--- src/rtl/adsr_pkg.sv ---
package adsr_pkg;

	localparam int TIME_W = 32;
	localparam int LEN_W  = 24;
	localparam int LVL_W  = 16;
	localparam int END_W  = LEN_W + 2;
	localparam int PROD_W = LVL_W + LEN_W;
	localparam int QUO_W  = 16;
	localparam int CNT_W  = $clog2(QUO_W);
	localparam int CFG_IDX_W  = 3;
	localparam int CFG_DATA_W = 24;

	localparam logic [LVL_W-1:0] FULL_SCALE = 16'd32768;

	// configuration register indexes
	localparam logic [CFG_IDX_W-1:0] CFG_ATTACK  = 3'd0;
	localparam logic [CFG_IDX_W-1:0] CFG_DECAY   = 3'd1;
	localparam logic [CFG_IDX_W-1:0] CFG_HOLD    = 3'd2;
	localparam logic [CFG_IDX_W-1:0] CFG_RELEASE = 3'd3;
	localparam logic [CFG_IDX_W-1:0] CFG_SUSTAIN = 3'd4;
	localparam logic [CFG_IDX_W-1:0] CFG_REPEAT  = 3'd5;

	localparam logic [LEN_W-1:0] ATTACK_RST  = 24'd4800;
	localparam logic [LEN_W-1:0] DECAY_RST   = 24'd4800;
	localparam logic [LEN_W-1:0] HOLD_RST    = 24'd24000;
	localparam logic [LEN_W-1:0] RELEASE_RST = 24'd4800;
	localparam logic [LVL_W-1:0] SUSTAIN_RST = 16'd16384;

	typedef enum logic [2:0] {
		STG_ATTACK,
		STG_DECAY,
		STG_SUSTAIN,
		STG_RELEASE,
		STG_DONE
	} stage_t;

	typedef struct packed {
		logic load_in;
		logic calc_ends;
		logic classify;
		logic mul;
		logic div_step;
		logic finish;
	} dp_cmd_t;

	typedef struct packed {
		logic need_div;
	} dp_stat_t;

endpackage

--- src/rtl/adsr_dpath.sv ---
module adsr_dpath (
	input  logic                             clk,
	input  logic                             arst_n,
	input  adsr_pkg::dp_cmd_t                cmd,
	output adsr_pkg::dp_stat_t               stat,
	input  logic [adsr_pkg::TIME_W-1:0]      sample_time,
	input  logic [adsr_pkg::LEN_W-1:0]       attack_len,
	input  logic [adsr_pkg::LEN_W-1:0]       decay_len,
	input  logic [adsr_pkg::LEN_W-1:0]       hold_len,
	input  logic [adsr_pkg::LEN_W-1:0]       release_len,
	input  logic [adsr_pkg::LVL_W-1:0]       sustain_level,
	input  logic                             repeat_mode,
	output logic [adsr_pkg::LVL_W-1:0]       level,
	output logic                             alive
);
	import adsr_pkg::*;

	logic [TIME_W-1:0] start_q;
	logic              started_q;
	logic [TIME_W-1:0] now_q;
	logic [TIME_W-1:0] e_q;
	logic [END_W-1:0]  a_end_q, d_end_q, h_end_q, r_end_q;

	stage_t            stage_q, stage_d;
	logic [LEN_W-1:0]  off_q, off_d;
	logic [LVL_W-1:0]  m_q, m_d;
	logic [LEN_W-1:0]  len_q, len_d;
	logic [LVL_W-1:0]  s_q, s_clamp;
	logic              alive_s;

	logic [PROD_W-1:0] num_q, den_q, prod;
	logic [QUO_W-1:0]  quo_q;
	logic [LVL_W-1:0]  level_d;
	logic [TIME_W-1:0] diff_a, diff_h;

	assign s_clamp = (sustain_level > FULL_SCALE) ? FULL_SCALE : sustain_level;
	assign diff_a  = e_q - TIME_W'(a_end_q);
	assign diff_h  = e_q - TIME_W'(h_end_q);

	// stage selection from elapsed time
	always_comb begin
		stage_d = STG_DONE;
		off_d   = '0;
		m_d     = '0;
		len_d   = '0;
		if (e_q < TIME_W'(a_end_q)) begin
			stage_d = STG_ATTACK;
			off_d   = e_q[LEN_W-1:0];
			m_d     = FULL_SCALE;
			len_d   = attack_len;
		end else if (e_q < TIME_W'(d_end_q)) begin
			stage_d = STG_DECAY;
			off_d   = diff_a[LEN_W-1:0];
			m_d     = FULL_SCALE - s_clamp;
			len_d   = decay_len;
		end else if (e_q < TIME_W'(h_end_q)) begin
			stage_d = STG_SUSTAIN;
		end else if (e_q < TIME_W'(r_end_q)) begin
			stage_d = STG_RELEASE;
			off_d   = diff_h[LEN_W-1:0];
			m_d     = s_clamp;
			len_d   = release_len;
		end
	end

	assign prod = {{LEN_W{1'b0}}, m_q} * {{LVL_W{1'b0}}, off_q};

	always_comb begin
		case (stage_q)
			STG_ATTACK:  level_d = quo_q;
			STG_DECAY:   level_d = FULL_SCALE - quo_q;
			STG_SUSTAIN: level_d = s_q;
			STG_RELEASE: level_d = s_q - quo_q;
			default:     level_d = '0;
		endcase
	end

	assign stat.need_div = (stage_q == STG_ATTACK) || (stage_q == STG_DECAY) ||
		(stage_q == STG_RELEASE);

	// envelope start time and registered stage
	always_ff @(posedge clk or negedge arst_n) begin
		if (!arst_n) begin
			start_q   <= '0;
			started_q <= 1'b0;
			stage_q   <= STG_DONE;
		end else begin
			if (cmd.load_in && !started_q) begin
				started_q <= 1'b1;
				start_q   <= sample_time;
			end else if (cmd.finish && repeat_mode && level_d == '0) begin
				start_q <= now_q;
			end
			if (cmd.classify)
				stage_q <= stage_d;
		end
	end

	always_ff @(posedge clk) begin
		if (cmd.load_in) begin
			now_q <= sample_time;
			e_q   <= started_q ? (sample_time - start_q) : '0;
		end
		if (cmd.calc_ends) begin
			a_end_q <= END_W'(attack_len);
			d_end_q <= END_W'(attack_len) + END_W'(decay_len);
			h_end_q <= END_W'(attack_len) + END_W'(decay_len) + END_W'(hold_len);
			r_end_q <= END_W'(attack_len) + END_W'(decay_len) + END_W'(hold_len)
				+ END_W'(release_len);
		end
		if (cmd.classify) begin
			off_q   <= off_d;
			m_q     <= m_d;
			len_q   <= len_d;
			s_q     <= s_clamp;
			alive_s <= repeat_mode || (e_q < TIME_W'(r_end_q));
		end
		// restoring divider, one quotient bit per cycle
		if (cmd.mul) begin
			num_q <= prod;
			den_q <= {1'b0, len_q, {(QUO_W-1){1'b0}}};
			quo_q <= '0;
		end else if (cmd.div_step) begin
			if (num_q >= den_q) begin
				num_q <= num_q - den_q;
				quo_q <= {quo_q[QUO_W-2:0], 1'b1};
			end else begin
				quo_q <= {quo_q[QUO_W-2:0], 1'b0};
			end
			den_q <= den_q >> 1;
		end
		if (cmd.finish) begin
			level <= level_d;
			alive <= alive_s;
		end
	end

	a_rel_below_sustain: assert property (@(posedge clk) disable iff (!arst_n)
		cmd.finish && stage_q == STG_RELEASE |-> level_d <= s_q)
		else $error("release level above sustain");

	a_quo_range: assert property (@(posedge clk) disable iff (!arst_n)
		cmd.finish && stat.need_div |-> !quo_q[QUO_W-1])
		else $error("ramp quotient out of range");

	a_alive_stage: assert property (@(posedge clk) disable iff (!arst_n)
		cmd.classify && !repeat_mode |=> alive_s == (stage_q != STG_DONE))
		else $error("alive disagrees with stage");

endmodule

--- src/rtl/adsr_ctrl.sv ---
module adsr_ctrl (
	input  logic                clk,
	input  logic                arst_n,
	input  logic                in_valid,
	output logic                in_stall,
	output logic                out_valid,
	input  logic                out_stall,
	output adsr_pkg::dp_cmd_t   cmd,
	input  adsr_pkg::dp_stat_t  stat
);
	import adsr_pkg::*;

	typedef enum logic [2:0] {
		S_IDLE,
		S_ENDS,
		S_CLASS,
		S_MUL,
		S_DIV,
		S_FIN
	} state_t;

	state_t           state_q;
	logic [CNT_W-1:0] cnt_q;
	logic             out_valid_q;

	assign in_stall  = (state_q != S_IDLE);
	assign out_valid = out_valid_q;

	always_comb begin
		cmd.load_in   = (state_q == S_IDLE) && in_valid;
		cmd.calc_ends = (state_q == S_ENDS);
		cmd.classify  = (state_q == S_CLASS);
		cmd.mul       = (state_q == S_MUL);
		cmd.div_step  = (state_q == S_DIV);
		cmd.finish    = (state_q == S_FIN) && (!out_valid_q || !out_stall);
	end

	always_ff @(posedge clk or negedge arst_n) begin
		if (!arst_n) begin
			state_q     <= S_IDLE;
			cnt_q       <= '0;
			out_valid_q <= 1'b0;
		end else begin
			if (cmd.finish)
				out_valid_q <= 1'b1;
			else if (!out_stall)
				out_valid_q <= 1'b0;
			case (state_q)
				S_IDLE: begin
					if (in_valid)
						state_q <= S_ENDS;
				end
				S_ENDS:  state_q <= S_CLASS;
				S_CLASS: state_q <= S_MUL;
				S_MUL: begin
					cnt_q   <= '0;
					state_q <= stat.need_div ? S_DIV : S_FIN;
				end
				S_DIV: begin
					cnt_q <= cnt_q + 1'b1;
					if (cnt_q == CNT_W'(QUO_W - 1))
						state_q <= S_FIN;
				end
				S_FIN: begin
					if (!out_valid_q || !out_stall)
						state_q <= S_IDLE;
				end
				default: state_q <= S_IDLE;
			endcase
		end
	end

	a_accept_starts: assert property (@(posedge clk) disable iff (!arst_n)
		in_valid && !in_stall |=> state_q == S_ENDS)
		else $error("accepted item did not start");

	a_finish_shows: assert property (@(posedge clk) disable iff (!arst_n)
		cmd.finish |=> out_valid_q && state_q == S_IDLE)
		else $error("result not presented after finish");

	a_div_len: assert property (@(posedge clk) disable iff (!arst_n)
		state_q == S_DIV && cnt_q == CNT_W'(QUO_W - 1) |=> state_q == S_FIN)
		else $error("divider ran past its last step");

endmodule

--- src/rtl/adsr_envelope_generator.sv ---
// linear adsr envelope generator
// input channel: in_valid / in_stall with sample_time, the absolute sample index
//   of the wanted output sample; one transfer happens on an edge with in_valid
//   high and in_stall low
// output channel: out_valid / out_stall with level (q1.15, 32768 = 1.0) and
//   alive; exactly one result per input transfer, in order
// config channel: cfg_valid / cfg_ready with cfg_index and cfg_data, write only
//   while the block is idle; cfg_ready is always high
//   0 attack_len, 1 decay_len, 2 hold_len, 3 release_len, 4 sustain_level,
//   5 repeat_mode; other indexes are ignored
// sequence: one item at a time; after the input transfer the block computes the
//   stage ends, classifies, multiplies and loads the result; for ramp stages
//   the 16-step serial divider that forms each ramp quotient runs before the
//   load; in_stall drops at the same edge that loads the result
// the first item after reset latches the envelope start; in repeat mode a zero
//   level restarts the envelope at that item's time
// reset: configuration registers go to their package defaults, no result pending
// a stalled result sits in the output register; the block finishes the next
//   item and then waits until the output register frees up
module adsr_envelope_generator (
	input  logic                                clk,
	input  logic                                arst_n,
	input  logic                                in_valid,
	output logic                                in_stall,
	input  logic [adsr_pkg::TIME_W-1:0]         sample_time,
	output logic                                out_valid,
	input  logic                                out_stall,
	output logic [adsr_pkg::LVL_W-1:0]          level,
	output logic                                alive,
	input  logic                                cfg_valid,
	output logic                                cfg_ready,
	input  logic [adsr_pkg::CFG_IDX_W-1:0]      cfg_index,
	input  logic [adsr_pkg::CFG_DATA_W-1:0]     cfg_data
);
	import adsr_pkg::*;

	logic [LEN_W-1:0] attack_q, decay_q, hold_q, release_q;
	logic [LVL_W-1:0] sustain_q;
	logic             repeat_q;

	dp_cmd_t  cmd;
	dp_stat_t stat;

	assign cfg_ready = 1'b1;

	// configuration registers
	always_ff @(posedge clk or negedge arst_n) begin
		if (!arst_n) begin
			attack_q  <= ATTACK_RST;
			decay_q   <= DECAY_RST;
			hold_q    <= HOLD_RST;
			release_q <= RELEASE_RST;
			sustain_q <= SUSTAIN_RST;
			repeat_q  <= 1'b0;
		end else if (cfg_valid && cfg_ready) begin
			case (cfg_index)
				CFG_ATTACK:  attack_q  <= cfg_data[LEN_W-1:0];
				CFG_DECAY:   decay_q   <= cfg_data[LEN_W-1:0];
				CFG_HOLD:    hold_q    <= cfg_data[LEN_W-1:0];
				CFG_RELEASE: release_q <= cfg_data[LEN_W-1:0];
				CFG_SUSTAIN: sustain_q <= cfg_data[LVL_W-1:0];
				CFG_REPEAT:  repeat_q  <= cfg_data[0];
				default: ;
			endcase
		end
	end

	// sequencer: ends, classify, multiply, divide (ramp stages only), finish
	adsr_ctrl u_ctrl (
		.clk       (clk),
		.arst_n    (arst_n),
		.in_valid  (in_valid),
		.in_stall  (in_stall),
		.out_valid (out_valid),
		.out_stall (out_stall),
		.cmd       (cmd),
		.stat      (stat)
	);

	// elapsed time, stage select, ramp multiply and serial divide
	adsr_dpath u_dpath (
		.clk           (clk),
		.arst_n        (arst_n),
		.cmd           (cmd),
		.stat          (stat),
		.sample_time   (sample_time),
		.attack_len    (attack_q),
		.decay_len     (decay_q),
		.hold_len      (hold_q),
		.release_len   (release_q),
		.sustain_level (sustain_q),
		.repeat_mode   (repeat_q),
		.level         (level),
		.alive         (alive)
	);

endmodule
--- config.mk ---
export PLATFORM = sky130hd
export DESIGN_NAME = adsr_envelope_generator
export DESIGN_NICKNAME = d
export VERILOG_FILES = /design/src/rtl/adsr_pkg.sv /design/src/rtl/adsr_dpath.sv /design/src/rtl/adsr_ctrl.sv /design/src/rtl/adsr_envelope_generator.sv
export SDC_FILE = /design/constraint.sdc
export NUM_CORES = 2
export LEC_CHECK = 0
export ABC_CLOCK_PERIOD_IN_PS = 9900
export BUFFER_PORTS_ARGS = -buffer_cell sky130_fd_sc_hd__buf_4
export CAP_MARGIN = 10
export CORE_AREA = 2 2 272 274
export DETAILED_ROUTE_END_ITERATION = 10
export DIE_AREA = 0 0 274 276
export PLACE_DENSITY = 0.85
export SLEW_MARGIN = 20
export SYNTH_ARGS = -nofsm -noshare
export SYNTH_HDL_FRONTEND = slang
export SYNTH_SLANG_ARGS = --single-unit
--- constraint.sdc ---
create_clock -name clk -period 9.9 [get_ports clk]
set_input_delay 1.485 -clock clk [delete_from_list [all_inputs] [get_ports clk]]
set_output_delay 1.485 -clock clk [all_outputs]
set_load 0.02 [all_outputs]
# Word level (Yosys, flattened, before mapping)
# Cells that the tools add are included.
# word_totals
reg_bits	516
latch_bits	0
ram_bits	0
rom_bits	0
input_bits	64
out_inout_bits	20
word_cells	126
memories	0
# op_classes
addsub	11
multipliers	1
n_div	0
order_cmp	6
eq_ne	18
shift	0
muxes	33
bitwise_logic	0
reduce_logical	28
# ops
operator	count
$mux 24	8
$mux 40	3
$lt 32x26->1	3
$mux 39	2
$mux 16	4
$mux 32	2
$pmux 16 s4	1
$add 26x24->26	2
$sub 24x24->24	2
$ge 40x39->1	1
$mul 16x24->40	1
$sub 40x39->40	1
$lt 32x24->1	1
$sub 16x16->16 const A	2
$sub 32x32->32	1
$add 24x24->25	1
$mux 3	7
$eq 3x2->1 const B	6
$pmux 3 s6	1
$gt 16x16->1 const B	1
$logic_not 16->1	1
$sub 16x16->16	1
$reduce_and 2->1	7
$eq 3x3->1 const B	4
14 further kinds	34

# Logic depth before layout (Yosys ltp)
# logic_depth
ltp_word	7
ltp_mapped	30
ltp_nobuf	30

# By module
# A second synthesis with hierarchy kept.
# unflattened
hier_cells	4447
area_unflattened_um2	43839.5
# modules_own_cells
mod	n_inst	cells_per_inst	area_each_um2	seq_area_each_um2
adsr_dpath	1	4164	39090.0	11342.1
adsr_envelope_generator	1	246	4329.2	2852.7
adsr_ctrl	1	37	420.4	200.2

# Worst setup path before layout
# Ideal clock, no wire load.
# synth_timing
kind	reg-to-reg
start	register u_ctrl.state_q[1]
end	register u_ctrl.state_q[1]
setup_time_ns	0.108
t_arrival_ns	8.091
required_time_ns	9.792
setup_slack_ns	1.701
path_stages_with_launch	4
n_path_buf	1
synth_period_minus_slack_ns	8.199
cell_sequence	dfrtp_1 buf_2 nor3_1 or2_2
# synth_via
elab_chain_len	3
word_cells_on_any_way	11
classes_between	eq/ne (8); mux (1); reduce/logical (2)
# synth_lines
element	line_no	rtl
start: declaration	adsr_ctrl.sv:22	state_t state_q;
start signal: assignment	adsr_ctrl.sv:57	state_q <= stat.need_div ? S_DIV : S_FIN;
$eq 3x3->1 or $logic_not 3->1 (tied branches)	adsr_ctrl.sv:48	case (state_q)
$ne 2x2->1 (no source line) or $ne 2x1->1 (tied branches)	--	
$reduce_and 3->1 (no source line)	--	
# Several ways; a longest one is shown, not always the timed one.
# A chain may end at the register's enable or synchronous reset.

# Worst setup path after layout
# layout_timing
start	register u_dpath.m_q[3]
end	register u_dpath.num_q[35] (data pin)
# layout_via
elab_chain_len	2
# layout_lines
element	line_no	rtl
start: declaration	adsr_dpath.sv:26	logic [LVL_W-1:0] m_q, m_d;
start signal: assignment	adsr_dpath.sv:113	m_q <= m_d;
$mul 16x24->40	adsr_dpath.sv:66	assign prod = {{LEN_W{1'b0}}, m_q} * {{LVL_W{1'b0}}, off_q};
$mux 40	adsr_dpath.sv:119	if (cmd.mul) begin
end signal: assignment	adsr_dpath.sv:120	num_q <= prod;
end signal: assignment	adsr_dpath.sv:125	num_q <= num_q - den_q;
end: declaration	adsr_dpath.sv:31	logic [PROD_W-1:0] num_q, den_q, prod;
# Every way passes these cells.

==> key figures <==
Global routing
  • Largest net degree at the start of global routing: 78
  • Total grt overflow: 0
  • Initial antenna violation count: 5
  • Gr usage total: 29.7%
  • Number of global-route vias before repair: 33,200
  • First-pass GRT wire length: 178 mm

Logic synthesis
  • Synth Net Count: 5,165
  • Unique masters post-synth: 86
  • Cell area after synthesis: 0.0432 mm²
  • Syn Area/Cell: 9.79 µm²
  • Number of synthesized flops with an enable pin: 327
  • Register area share after synthesis: 33.3%
  • Main flop type after synthesis: edfxtp_1
  • Top cells by area, synth: edfxtp_1 23%, fa_1 15%, ha_1 11%
  • #FFs+latches synth: 515
  • Async SR Flop Fraction: 30.5%
  • Cell taking the most area after synthesis: edfxtp_1
  • Area fraction of the dominant cell type after synthesis: 22.7%
  • Synth Instances: 4,417
  • Yosys warns: 0

Clocking
  • Hold buffers post-CTS: 0
  • Clk_lat worst skew: 0.64 ns
  • Clock tree sinks: 515
  • Clock tree from TritonCTS: yes
  • Clock Path Buffers: 3
  • Clk slew on worst S/H paths: 0.06 ns
  • TritonCTS buffer count: 58
  • Post-CTS setup buffers: 0
  • Root Buffer: clkbuf_16
  • # resized after CTS: 0
  • Htree depth: 2

Routing
  • Vias per cell: 6.12
  • Metal3 WL: 9.68 mm
  • Met2 wire length: 52.9 mm
  • DR iter-0 viols: 3,229
  • Met1 WL: 43.2 mm
  • Total number of vias: 33,300
  • DRT antenna net count: 0
  • DRC viols: 0
  • Wire per inst: 20.6 µm
  • Post-Route WL: 112 mm
  • Top Metal Used: met5
  • DRT Pass-1 Iters: 6

Timing
  • Final hold violations: 0
  • Final setup viols: 0
  • Least-Margin Pin Slew: 1.11 ns
  • RSZ-0062 raised after global routing: false
  • Setup TNS: 0 ns
  • FMAX: 0.127 GHz
  • Final Critical Period: 7.85 ns
  • Final cycle utilization of the critical path: 79.3%
  • Slew headroom: 25.6%
  • Max Clock Skew: 0.0347 ns
  • Slew Limit Fails: 0
  • Final hold slack: 0.425 ns

Cells and area
  • Layout cells sized above 1: 8.31%
  • Nets: 5,189
  • Fillcell total: 5,641
  • Layout area overhead: 8.22%

Outcome
  • Outcome: complete, no violations

Die
  • Starting Density: 59.6%
  • Die ar.: 0.0756 mm²
  • Vert. Die Dim: 276 µm
  • Site Rows: 99
  • Core ar.: 0.0726 mm²
  • IO Pins: 84
  • Die width: 274 µm

Setup path
  • Worst Setup Start Kind: flip-flop
  • Setup CP Type: reg2reg
  • Required time worst endpoint: 10.28 ns
  • Worst setup EP type: flip-flop
  • Crit Path Max Fanout: 24
  • Crit path arrival time: 8.23 ns

Placed design
  • Final HPWL DP: 84.1 mm
  • IO Port Bufs: 82
  • GP Congestion: 0.976

Run
  • Max-cap violation count: 0

Min path
  • HP Class: reg2reg
## placed cells by master (no fill, tap or decap), drive strengths merged, types with 29 or more instances in the layout
cell type  Yosys  layout
xor2          74      74
and2         173     173
clkbuf       121      78
mux2i         47      47
dfxtp         31      31
dfrtp        136     136
o21ai        216     216
nor2         246     246
buf           27     112
nand2        447     447
nand2b        36      36
fa           314     314
nor2b         48      48
mux2         112     112
o21a          49      49
ha           370     370
a21o          97      97
a211oi        32      32
edfxtp       327     327
o22ai         31      31
inv          596     594
a21oi        241     241
a22oi         42      42
nor3          54      54
and3          49      49
a31oi         29      29
nand3         48      48
xnor2        131     131
## worst max-delay path, stage by stage, from the launching register on
cell and delay, ns:
edfxtp_1 1.02, nand2_1 0.18, fa_1 0.60, fa_1 0.45
fa_1 0.48, fa_1 0.49, inv_1 0.05, fa_1 0.52
inv_1 0.05, fa_1 0.52, inv_1 0.04, ha_1 0.35
a211o_1 0.35, a21o_1 0.17, a221oi_1 0.68, o211ai_1 0.25
a21boi_0 0.59, o21ai_0 0.25, a21oi_1 0.19, nor3b_1 0.06
o32ai_1 0.23, nor2_1 0.06
## cell usage after synthesis, drive strengths merged (31+ instances only)
cell,n
mux2,112
mux2i,47
o21a,49
a21oi,241
fa,314
a22oi,42
edfxtp,327
dfxtp,31
ha,370
nor2,246
xor2,74
a21o,97
o21ai,216
inv,596
a211oi,32
clkbuf,121
and3,49
nand3,48
xnor2,131
dfrtp,136
nand2,447
o22ai,31
nor3,54
nor2b,48
and2,173
nand2b,36
## flip-flops by register name (all words and copies together) (netlist names), 24 cells and up
register	count
u_dpath.now_q	32
u_dpath.e_q	32
u_dpath.r_end_q	26
hold_q	24
u_dpath.h_end_q	26
release_q	24
attack_q	24
u_dpath.d_end_q	25
u_dpath.len_q	24
u_dpath.off_q	24
u_dpath.num_q	40
u_dpath.den_q	39
u_dpath.start_q	32
decay_q	24
u_dpath.a_end_q	24
## through the flow
stage / util, % / setup slack [ns] / instances / area, µm²
global route: 64.5 / 1.73 / 5451 / 46800
global placement: 61.6 / 2.48 / 5340 / 44700
CTS: 64.5 / 2.15 / 5450 / 46800
finish: 64.5 / 2.05 / 5451 / 46800
floorplan: - / 1.70 / 4417 / 43200
detailed placement: 61.6 / 2.15 / 5340 / 44700
## logic make-up (layout without fill, tap and decap cells)
family	Yosys count	in the layout	share of synthesized area, %
AOI/OAI and AO/OA	909	909	13.4
and+or+nand+nor	1200	1200	13.3
buffers and inverters	744	818	6.62
other	1	2	0.00867
DFF	515	515	33.3
muxes	159	159	4.01
xor gates and xnor gates	205	205	4.15
adders and majority gates	684	684	25.2
## layout make-up
class                           instances  area (µm²)  share of cell area, %
Antenna cell                            1        2.50                0.00535
Clock buffer                           78        1620                   3.46
Clock inverter                         32         430                  0.920
Inverter                              596        2240                   4.78
Multi-Input combinational cell       3158       26100                   55.7
Sequential cell                       515       14400                   30.8
Tap cell                              959        1200                   2.56
Timing Repair Buffer                  112         845                   1.81
## routing by layer
metal  vias up  track usage [%]
li1      15100                -
met1     16400             38.6
met2      1542             47.8
met3       307             5.12
met4         2             15.6
met5         -                0
## final timing paths
path	cells past startpoint	slack [ns]	to	start
setup / recovery	21	2.05	u_dpath.num_q[35]$_DFFE_PP_	u_dpath.m_q[3]$_SDFFCE_PP0P_
hold / removal	0	0.42	u_dpath.alive$_DFFE_PP_	u_dpath.alive_s$_DFFE_PP_
setup reg to reg	21	2.05	u_dpath.num_q[35]$_DFFE_PP_	u_dpath.m_q[3]$_SDFFCE_PP0P_
hold reg to reg	0	0.42	u_dpath.alive$_DFFE_PP_	u_dpath.alive_s$_DFFE_PP_
max in group asynchronous	2	7.89	sustain_q[7]$_DFFE_PN0P_	arst_n
min in group asynchronous	1	0.75	u_dpath.start_q[14]$_DFFE_PN0P_	arst_n
Power is left out: the tool's default activity adds up to more than one toggle a clock period on the data nets, which glitch-free logic cannot reach.
